## src/rtl/cra_pkg.sv

```systemverilog
// ----------------------------------------------------------------------------
// cra_pkg
// Shared widths, codes and types for the capped rate accrual block.
// ----------------------------------------------------------------------------
`timescale 1ns / 1ps
`default_nettype none

package cra_pkg;

  localparam int unsigned DATA_W      = 64;
  localparam int unsigned AMOUNT_BITS = 64;
  localparam int unsigned CNT_W       = 7;
  localparam int unsigned IDX_W       = 3;
  localparam int unsigned HOLD_W      = 3;
  localparam int unsigned STATUS_W    = 2;

  localparam logic [DATA_W-1:0] AMOUNT_MASK = {DATA_W{1'b1}} >> (DATA_W - AMOUNT_BITS);

  // result status codes
  localparam logic [STATUS_W-1:0] STATUS_OK        = 2'd0;
  localparam logic [STATUS_W-1:0] STATUS_NON_CANON = 2'd1;
  localparam logic [STATUS_W-1:0] STATUS_BACKWARDS = 2'd2;

  // register indexes
  localparam logic [IDX_W-1:0] REG_RATE       = 3'd0;
  localparam logic [IDX_W-1:0] REG_RATE_DIV   = 3'd1;
  localparam logic [IDX_W-1:0] REG_CAP_LIMIT  = 3'd2;
  localparam logic [IDX_W-1:0] REG_END_TIME   = 3'd3;
  localparam logic [IDX_W-1:0] REG_START_TIME = 3'd4;
  localparam logic [IDX_W-1:0] REG_HOLD_FLAGS = 3'd5;
  localparam logic [IDX_W-1:0] REG_TIME_MODE  = 3'd6;

  typedef struct packed {
    logic [DATA_W-1:0] rate;
    logic [DATA_W-1:0] rate_div;
    logic [DATA_W-1:0] cap_limit;
    logic [DATA_W-1:0] end_time;
    logic [HOLD_W-1:0] hold_flags;
    logic              time_mode;
    logic              start_ld;
    logic [DATA_W-1:0] start_val;
  } cfg_t;

endpackage

`default_nettype wire

```

## src/rtl/cra_addsub.sv

```systemverilog
// ----------------------------------------------------------------------------
// cra_addsub
// Shared adder/subtractor: a + b or a - b with carry out (no borrow on sub).
// ----------------------------------------------------------------------------
`timescale 1ns / 1ps
`default_nettype none

module cra_addsub (
  input  wire logic [cra_pkg::DATA_W-1:0] a_i,
  input  wire logic [cra_pkg::DATA_W-1:0] b_i,
  input  wire logic                       sub_i,
  output logic      [cra_pkg::DATA_W-1:0] res_o,
  output logic                            cout_o
);

  logic [cra_pkg::DATA_W-1:0] b_eff;

  assign b_eff = sub_i ? ~b_i : b_i;
  assign {cout_o, res_o} = {1'b0, a_i} + {1'b0, b_eff} + {{cra_pkg::DATA_W{1'b0}}, sub_i};

endmodule

`default_nettype wire

```

## src/rtl/cra_cfg_regs.sv

```systemverilog
// ----------------------------------------------------------------------------
// cra_cfg_regs
// Configuration register file; start time writes are passed on as a load.
// ----------------------------------------------------------------------------
`timescale 1ns / 1ps
`default_nettype none

module cra_cfg_regs (
  input  wire logic                       clk_i,
  input  wire logic                       rst_ni,
  input  wire logic                       cfg_valid_i,
  output logic                            cfg_ready_o,
  input  wire logic [cra_pkg::IDX_W-1:0]  cfg_index_i,
  input  wire logic [cra_pkg::DATA_W-1:0] cfg_data_i,
  output cra_pkg::cfg_t                   cfg_o
);

  logic [cra_pkg::DATA_W-1:0] rate_q, rate_div_q, cap_limit_q, end_time_q;
  logic [cra_pkg::HOLD_W-1:0] hold_flags_q;
  logic                       time_mode_q;
  logic                       wr;

  assign cfg_ready_o = 1'b1;
  assign wr          = cfg_valid_i & cfg_ready_o;

  always_ff @(posedge clk_i or negedge rst_ni) begin
    if (!rst_ni) begin
      rate_q       <= '0;
      rate_div_q   <= cra_pkg::DATA_W'(1);
      cap_limit_q  <= '0;
      end_time_q   <= '0;
      hold_flags_q <= '0;
      time_mode_q  <= 1'b1;
    end else if (wr) begin
      unique case (cfg_index_i)
        cra_pkg::REG_RATE:       rate_q       <= cfg_data_i & cra_pkg::AMOUNT_MASK;
        cra_pkg::REG_RATE_DIV:   rate_div_q   <= cfg_data_i;
        cra_pkg::REG_CAP_LIMIT:  cap_limit_q  <= cfg_data_i & cra_pkg::AMOUNT_MASK;
        cra_pkg::REG_END_TIME:   end_time_q   <= cfg_data_i;
        cra_pkg::REG_HOLD_FLAGS: hold_flags_q <= cfg_data_i[cra_pkg::HOLD_W-1:0];
        cra_pkg::REG_TIME_MODE:  time_mode_q  <= cfg_data_i[0];
        default: ;
      endcase
    end
  end

  always_comb begin
    cfg_o            = '0;
    cfg_o.rate       = rate_q;
    cfg_o.rate_div   = rate_div_q;
    cfg_o.cap_limit  = cap_limit_q;
    cfg_o.end_time   = end_time_q;
    cfg_o.hold_flags = hold_flags_q;
    cfg_o.time_mode  = time_mode_q;
    cfg_o.start_ld   = wr && (cfg_index_i == cra_pkg::REG_START_TIME);
    cfg_o.start_val  = cfg_data_i;
  end

endmodule

`default_nettype wire

```

## src/rtl/capped_rate_accrual.sv

```systemverilog
// ----------------------------------------------------------------------------
// capped_rate_accrual
// Time based accrual with remainder carry and a total cap, one shared adder.
// ----------------------------------------------------------------------------
// Usage:
//   Input channel: batch_time_i with in_valid_i; an item is taken when
//   in_stall_o is low. Output channel: status_o and newly_accrued_o with
//   out_valid_o, held until out_stall_i is low. Config writes go through
//   cfg_valid_i / cfg_ready_o (always ready) with cfg_index_i and cfg_data_i,
//   and the user must make them only while the block is idle; the block
//   itself does not enforce this. One 64-bit add/subtract unit does all
//   the arithmetic. An item that accrues runs clamp, elapsed, 64 shift-add
//   multiply steps, 128 restoring divide steps, then cap and update. Items
//   that end on bad settings, backwards time, a hold, zero elapsed time or
//   a reached cap skip the multiply and divide steps and go straight to
//   the result. One item is in flight at a time; in_stall_o stays high
//   until its result has moved into the output register, so a stalled
//   receiver holds the next item at the input. Reset loads the register
//   reset values, clears the accrued sum and the remainder and sets the
//   last accrual time to zero.
// ----------------------------------------------------------------------------
`timescale 1ns / 1ps
`default_nettype none

module capped_rate_accrual (
  input  wire logic                         clk_i,
  input  wire logic                         rst_ni,
  input  wire logic                         in_valid_i,
  output logic                              in_stall_o,
  input  wire logic [cra_pkg::DATA_W-1:0]   batch_time_i,
  output logic                              out_valid_o,
  input  wire logic                         out_stall_i,
  output logic      [cra_pkg::STATUS_W-1:0] status_o,
  output logic      [cra_pkg::DATA_W-1:0]   newly_accrued_o,
  input  wire logic                         cfg_valid_i,
  output logic                              cfg_ready_o,
  input  wire logic [cra_pkg::IDX_W-1:0]    cfg_index_i,
  input  wire logic [cra_pkg::DATA_W-1:0]   cfg_data_i
);

  localparam int unsigned W = cra_pkg::DATA_W;

  localparam logic [3:0] S_IDLE   = 4'd0;
  localparam logic [3:0] S_CLAMP  = 4'd1;
  localparam logic [3:0] S_ELAPSE = 4'd2;
  localparam logic [3:0] S_MUL    = 4'd3;
  localparam logic [3:0] S_DIV    = 4'd4;
  localparam logic [3:0] S_ROOM   = 4'd5;
  localparam logic [3:0] S_CMP    = 4'd6;
  localparam logic [3:0] S_ACC    = 4'd7;
  localparam logic [3:0] S_DONE   = 4'd8;

  localparam logic [cra_pkg::CNT_W-1:0] MUL_LAST = cra_pkg::CNT_W'(W - 1);
  localparam logic [cra_pkg::CNT_W-1:0] DIV_LAST = cra_pkg::CNT_W'(2 * W - 1);

  cra_pkg::cfg_t cfg;

  logic [3:0]                    state_q, state_d;
  logic [cra_pkg::CNT_W-1:0]     cnt_q, cnt_d;
  logic [W-1:0]                  time_q, time_d;
  logic [W-1:0]                  eff_q, eff_d;
  logic [2*W-1:0]                num_q, num_d;
  logic [W-1:0]                  rem_q, rem_d;
  logic [W-1:0]                  amt_q, amt_d;
  logic [cra_pkg::STATUS_W-1:0]  res_status_q, res_status_d;
  logic [W-1:0]                  last_q, last_d;
  logic [W-1:0]                  accrued_q, accrued_d;
  logic [W-1:0]                  carry_q, carry_d;
  logic                          out_valid_q, out_valid_d;
  logic [cra_pkg::STATUS_W-1:0]  out_status_q, out_status_d;
  logic [W-1:0]                  out_amt_q, out_amt_d;

  logic [W-1:0] add_a, add_b, add_res;
  logic         add_sub, add_cout;
  logic [W-1:0] div_r2;
  logic         div_take, capped, out_free;

  cra_cfg_regs u_cfg (
    .clk_i       (clk_i),
    .rst_ni      (rst_ni),
    .cfg_valid_i (cfg_valid_i),
    .cfg_ready_o (cfg_ready_o),
    .cfg_index_i (cfg_index_i),
    .cfg_data_i  (cfg_data_i),
    .cfg_o       (cfg)
  );

  cra_addsub u_addsub (
    .a_i    (add_a),
    .b_i    (add_b),
    .sub_i  (add_sub),
    .res_o  (add_res),
    .cout_o (add_cout)
  );

  assign div_r2   = {rem_q[W-2:0], num_q[2*W-1]};
  assign div_take = rem_q[W-1] | add_cout;
  assign capped   = (|num_q[2*W-1:W]) | ~add_cout;
  assign out_free = ~out_valid_q | ~out_stall_i;

  // operand selection for the shared unit
  always_comb begin
    add_a   = '0;
    add_b   = '0;
    add_sub = 1'b0;
    unique case (state_q)
      S_CLAMP: begin
        add_a   = time_q;
        add_b   = last_q;
        add_sub = 1'b1;
      end
      S_ELAPSE: begin
        add_a   = eff_q;
        add_b   = last_q;
        add_sub = 1'b1;
      end
      S_MUL: begin
        add_a = num_q[2*W-1:W];
        add_b = num_q[0] ? cfg.rate : '0;
      end
      S_DIV: begin
        add_a   = div_r2;
        add_b   = cfg.rate_div;
        add_sub = 1'b1;
      end
      S_ROOM: begin
        add_a   = cfg.cap_limit;
        add_b   = accrued_q;
        add_sub = 1'b1;
      end
      S_CMP: begin
        add_a   = amt_q;
        add_b   = num_q[W-1:0];
        add_sub = 1'b1;
      end
      S_ACC: begin
        add_a = accrued_q;
        add_b = amt_q;
      end
      default: ;
    endcase
  end

  always_comb begin
    state_d      = state_q;
    cnt_d        = cnt_q;
    time_d       = time_q;
    eff_d        = eff_q;
    num_d        = num_q;
    rem_d        = rem_q;
    amt_d        = amt_q;
    res_status_d = res_status_q;
    last_d       = last_q;
    accrued_d    = accrued_q;
    carry_d      = carry_q;
    out_valid_d  = out_valid_q & out_stall_i;
    out_status_d = out_status_q;
    out_amt_d    = out_amt_q;

    unique case (state_q)
      S_IDLE: begin
        if (in_valid_i) begin
          time_d  = batch_time_i;
          state_d = S_CLAMP;
        end
      end
      S_CLAMP: begin
        eff_d        = ((cfg.end_time != '0) && (time_q > cfg.end_time)) ? cfg.end_time
                                                                         : time_q;
        amt_d        = '0;
        res_status_d = cra_pkg::STATUS_OK;
        if ((cfg.rate_div == '0) || !cfg.time_mode) begin
          res_status_d = cra_pkg::STATUS_NON_CANON;
          state_d      = S_DONE;
        end else if (!add_cout) begin
          res_status_d = cra_pkg::STATUS_BACKWARDS;
          state_d      = S_DONE;
        end else begin
          state_d = S_ELAPSE;
        end
      end
      S_ELAPSE: begin
        // end time below last accrual counts as no time gone by
        if (!add_cout || (add_res == '0) || (cfg.hold_flags != '0) ||
            (accrued_q >= cfg.cap_limit)) begin
          state_d = S_DONE;
        end else begin
          // carry in the upper half lands at the bottom after the shifts
          num_d   = {carry_q, add_res};
          cnt_d   = '0;
          state_d = S_MUL;
        end
      end
      S_MUL: begin
        num_d = {add_cout, add_res, num_q[W-1:1]};
        cnt_d = cnt_q + 1'b1;
        if (cnt_q == MUL_LAST) begin
          cnt_d   = '0;
          rem_d   = '0;
          state_d = S_DIV;
        end
      end
      S_DIV: begin
        rem_d = div_take ? add_res : div_r2;
        num_d = {num_q[2*W-2:0], div_take};
        cnt_d = cnt_q + 1'b1;
        if (cnt_q == DIV_LAST) begin
          state_d = S_ROOM;
        end
      end
      S_ROOM: begin
        amt_d   = add_res;
        state_d = S_CMP;
      end
      S_CMP: begin
        if (capped) begin
          carry_d = '0;
        end else begin
          amt_d   = num_q[W-1:0];
          carry_d = rem_q;
        end
        state_d = S_ACC;
      end
      S_ACC: begin
        accrued_d = add_res & cra_pkg::AMOUNT_MASK;
        amt_d     = amt_q & cra_pkg::AMOUNT_MASK;
        last_d    = eff_q;
        state_d   = S_DONE;
      end
      S_DONE: begin
        if (out_free) begin
          out_valid_d  = 1'b1;
          out_status_d = res_status_q;
          out_amt_d    = amt_q;
          state_d      = S_IDLE;
        end
      end
      default: state_d = S_IDLE;
    endcase

    if (cfg.start_ld) begin
      last_d = cfg.start_val;
    end
  end

  always_ff @(posedge clk_i or negedge rst_ni) begin
    if (!rst_ni) begin
      state_q     <= S_IDLE;
      cnt_q       <= '0;
      last_q      <= '0;
      accrued_q   <= '0;
      carry_q     <= '0;
      out_valid_q <= 1'b0;
    end else begin
      state_q     <= state_d;
      cnt_q       <= cnt_d;
      last_q      <= last_d;
      accrued_q   <= accrued_d;
      carry_q     <= carry_d;
      out_valid_q <= out_valid_d;
    end
  end

  always_ff @(posedge clk_i) begin
    time_q       <= time_d;
    eff_q        <= eff_d;
    num_q        <= num_d;
    rem_q        <= rem_d;
    amt_q        <= amt_d;
    res_status_q <= res_status_d;
    out_status_q <= out_status_d;
    out_amt_q    <= out_amt_d;
  end

  assign in_stall_o      = (state_q != S_IDLE);
  assign out_valid_o     = out_valid_q;
  assign status_o        = out_status_q;
  assign newly_accrued_o = out_amt_q;

  // the kept remainder is always below the divisor
  a_carry_below_unit: assert property (@(posedge clk_i) disable iff (!rst_ni)
    (state_q == S_ACC) |=> (carry_q < cfg.rate_div))
    else $error("carried remainder not below the divisor");

  a_result_from_done: assert property (@(posedge clk_i) disable iff (!rst_ni)
    $rose(out_valid_q) |-> ($past(state_q) == S_DONE))
    else $error("result appeared without a finished item");

  a_div_then_room: assert property (@(posedge clk_i) disable iff (!rst_ni)
    (state_q == S_DIV && cnt_q == DIV_LAST) |=> (state_q == S_ROOM))
    else $error("divide sequence did not end after its last step");

  a_error_zero_amount: assert property (@(posedge clk_i) disable iff (!rst_ni)
    (out_valid_q && out_status_q != cra_pkg::STATUS_OK) |-> (out_amt_q == '0))
    else $error("nonzero amount with error status");

endmodule

`default_nettype wire
```

## config.mk

```make
export PLATFORM = sky130hd
export DESIGN_NAME = capped_rate_accrual
export DESIGN_NICKNAME = d
export VERILOG_FILES = /design/src/rtl/cra_pkg.sv /design/src/rtl/cra_addsub.sv /design/src/rtl/cra_cfg_regs.sv /design/src/rtl/capped_rate_accrual.sv
export SDC_FILE = /design/constraint.sdc
export NUM_CORES = 2
export LEC_CHECK = 0
export BUFFER_PORTS_ARGS = -buffer_cell sky130_fd_sc_hd__buf_2
export CAP_MARGIN = 30
export CORE_MARGIN = 4
export CORE_UTILIZATION = 38
export CTS_BUF_LIST = sky130_fd_sc_hd__clkbuf_4
export DETAILED_ROUTE_END_ITERATION = 16
export GPL_TIMING_DRIVEN = 0
export HOLD_SLACK_MARGIN = 0.12
export PLACE_DENSITY = 0.58
export SYNTH_ARGS = -nofsm -noshare
export SYNTH_HDL_FRONTEND = slang
export SYNTH_SLANG_ARGS = --single-unit
```

## constraint.sdc

```tcl
create_clock -name clk_i -period 11.7 [get_ports clk_i]
set_clock_uncertainty 0.05 [all_clocks]
set_input_delay 0 -clock clk_i [delete_from_list [all_inputs] [get_ports clk_i]]
set_output_delay 0 -clock clk_i [all_outputs]
set_load 0.02 [all_outputs]
```

==> results.cfg <==
[worst_setup_path]
crit_type = reg -> reg
worstSetupStartpointType = flip-flop
timing.critical_path.arrival_ns = 11.54
crit_required_ns = 12.53
cp_max_fo = 60
cp-end-kind = flip-flop
r2r_slack_ns = 0.99

[hold_path]
hold_path.class = in -> reg

[sta]
max-slew-margin-rel_pct = 23.9
max_freq_mhz = 93.4
rsz0062_at_grt = no
hold_viol_final = 0
setup_tns_ns = 0
slew_violations = 0
period_minus_slack_ns = 10.71
tightest_slew_ns = 1.14
min_period_over_period_pct = 91.5
setup_viol = 0

[final_layout]
multiInputGateArea_um2 = 21900
largest_reg_flops = 128
drive_gt1_share_pct = 18.4
areaGrowthSynthToFinish_pct = 26.4
nFillCells = 11988
regMostFlops = num_q
final_nets = 5911
final-seq-area_um2 = 25200
finish.utilization_pct = 48.3
final_area_um2 = 61500

[yosys]
ys_types = 86
syn_area_um2 = 48600
synth.net_count = 4861
synth_edf_count = 452
syn_avg_cell_area_um2 = 10.7
syn_inst = 4532
yosys_register_bits = 916
ys_seq_area_share_pct = 51.8
synthArstFlopShare_pct = 50.7
ys.flop_type = dfrtp_1
yosys_warnings = 0

[routing]
vias_per_cell = 6.13
routed-via-count = 45667
drt_pass1_iterations = 12
ant_nets = 0
drt_iter0_drc = 6173
wire_per_inst_um = 29.9
wl_um = 223000
route.detailed.drc = 0

[power_and_ir_drop]
p_leak_nw = 24.9
powerDensity_nw_per_um2 = 248
switching_share_pct = 45.7
p_int_mw = 8.27
power_switching_mw = 6.97
p_comb_share_pct = 45.7
p_total_mw = 15.2
max-vdd-ir-drop_mv = 0.127
p_seq_share_pct = 33.1
clock_power_share_pct = 21.2

[clocking]
cts_resized = 0
clockRootBuffer = clkbuf_4
cts_tree = done
cts_max_path_buffers = 4
cts_sinks = 916
post_cts_buffers = 0
numCtsBuffers = 283
htreeDepth = 5
clkLatencyLatePin_ns = 1.32
clk_pin_slew_ns = 0.06

[global_route]
grt_pass1_wl_um = 319000
antenna_found_initial = 17
met3_usage_pct = 8.74
grtUsageMet2_pct = 48.8
busiest_layer = met2
use_met1_pct = 42.5
grt_max_degree = 112
grt_pass1_vias = 44895
grt_use_total_pct = 32.4
grt_overflow_total = 0

[placed_design]
place_area_um2 = 53100
dpl.hpwl_um = 171000
port_buffers = 202
gp_congestion = 0.999

[die]
fp.dieH_um = 366
die_x_um = 366
num_rows = 131
die_area_um2 = 134000
coreArea_um2 = 127000
io_pins = 205
start_util_pct = 38.2

[outcome]
status = finished clean

[run]
maxCapViolCount = 0
path summary, 6_finish.rpt:
check	endpoint	cells past startpoint	from
min in group asynchronous	accrued_q[30]	5	rst_ni
worst min-delay path	u_cfg.cap_limit_q[0]	4	cfg_data_i[0]
max in group asynchronous	u_cfg.rate_div_q[18]	6	rst_ni
worst max register to register	num_q[92]	24	state_q[3]
worst min register to register	status_o[1]	0	res_status_q[1]
worst max-delay path	num_q[92]	24	state_q[3]
cells in the mapped netlist, types with 11 or more instances:
cell type / count / area, um2
clkbuf_1: 270 / 1010
o211ai_1: 20 / 150
ha_1: 192 / 2400
nand2b_1: 27 / 169
a21oi_1: 194 / 971
mux2i_1: 129 / 1290
a22o_1: 65 / 569
a22oi_1: 322 / 2420
edfxtp_1: 452 / 13600
nor2_1: 216 / 811
a222oi_1: 63 / 631
nor4_1: 62 / 388
xor2_1: 17 / 149
and3_1: 11 / 68.8
nand4_1: 82 / 513
a211oi_1: 17 / 128
or3_1: 17 / 106
xnor2_1: 32 / 280
nand3_1: 154 / 771
o21bai_1: 14 / 105
mux2_2: 264 / 2970
nor3_1: 37 / 185
o21a_1: 12 / 90.1
nor2b_1: 27 / 169
nand2_1: 448 / 1680
dfrtp_1: 462 / 11600
inv_1: 148 / 556
a21o_1: 47 / 353
a221oi_1: 65 / 569
buf_1: 20 / 75.1
o21ai_0: 465 / 2330
placed cells by master (no fill, tap or decap), types with 82 or more instances in the layout:
cell type	count
dlygate4sd3_1	477
buf_2	213
o21ai_0	464
clkbuf_1	257
nand4_1	82
mux2_2	264
ha_1	192
inv_1	148
nand3_1	154
dfrtp_1	462
clkbuf_4	423
mux2i_1	129
a22oi_1	322
nor2_1	214
edfxtp_1	452
nand2_1	447
a21oi_1	193
repair_timing:
action	4_1_cts	5_1_grt
hold buffers	478	0
hold endpoints to repair	986	0
endpoints found under the setup margin	0	0
metrics by stage:
| step | setup slack [ns] | hold slack, ns | cells |
|---|---|---|---|
| 2_1_floorplan | 1.75 | -0.346 | 4532 |
| 3_5_place_dp | 1.55 | -0.0320 | 6477 |
| 6_report | 0.990 | 0.271 | 7448 |
| 4_1_cts | 1.47 | 0.121 | 7433 |
| 5_1_grt | 1.16 | 0.257 | 7443 |
| 3_3_place_gp | -7.47 | 0.126 | 6396 |
power groups by stage:
stage	logic (mW)	clock network [mW]	registers [mW]
2_1_floorplan	3.88	0	4.85
3_3_place_gp	6.36	0	5.18
3_5_place_dp	6.62	0	5.07
4_1_cts	6.77	3.27	5.01
5_1_grt	7.39	3.47	5.08
6_report	6.97	3.23	5.04
critical path, cell delays in order, from the launching register on:
cell and delay, ns:
dfrtp_1 0.47, clkbuf_1 0.30, nand2b_1 0.27, nor3_1 0.34, clkbuf_1 0.89, clkbuf_1 0.63
clkbuf_1 0.74, buf_8 0.25, a22oi_1 0.11, nand3_1 0.15, ha_1 0.13, clkbuf_1 0.34
nand4_1 0.34, or4_1 0.54, a211o_1 0.34, and3b_1 0.32, xor2_1 0.77, nand4_1 0.30
nor4_1 0.61, nand4_1 0.30, nor4_1 1.00, or4b_1 0.21, buf_2 0.26, nand2_4 0.23
buf_16 0.32
cell families (layout without fill, tap and decap cells):
| logic type | Yosys count | count (layout) | share of synthesized area (%) |
|---|---|---|---|
| AOI/OAI and AO/OA | 1380 | 1380 | 18.9 |
| and+or+nand+nor | 1152 | 1152 | 11.2 |
| DFF | 916 | 916 | 51.8 |
| buffers and inverters | 447 | 1690 | 3.50 |
| muxes | 394 | 394 | 8.81 |
| adders and majority gates | 193 | 193 | 4.98 |
| xor gates and xnor gates | 49 | 49 | 0.882 |
| other | 1 | 12 | 0.00771 |
final cells by class:
type | instances | share of cell area [%]
diodes | 11 | 0.0448
plain buffers | 299 | 1.90
clock buffers | 422 | 5.15
clock inverters | 56 | 0.525
inverters | 148 | 0.904
multi-input cells | 3169 | 35.6
flip-flops and latches | 916 | 41.0
well taps | 1662 | 3.38
repair buffers | 765 | 11.6
per-layer routing:
metal,vias up,routed length [um]
met5,-,23
met4,4,13400
met3,507,23300
met2,2719,97400
met1,22853,88800
li1,19584,-
Power figures use the tool's default switching activity.
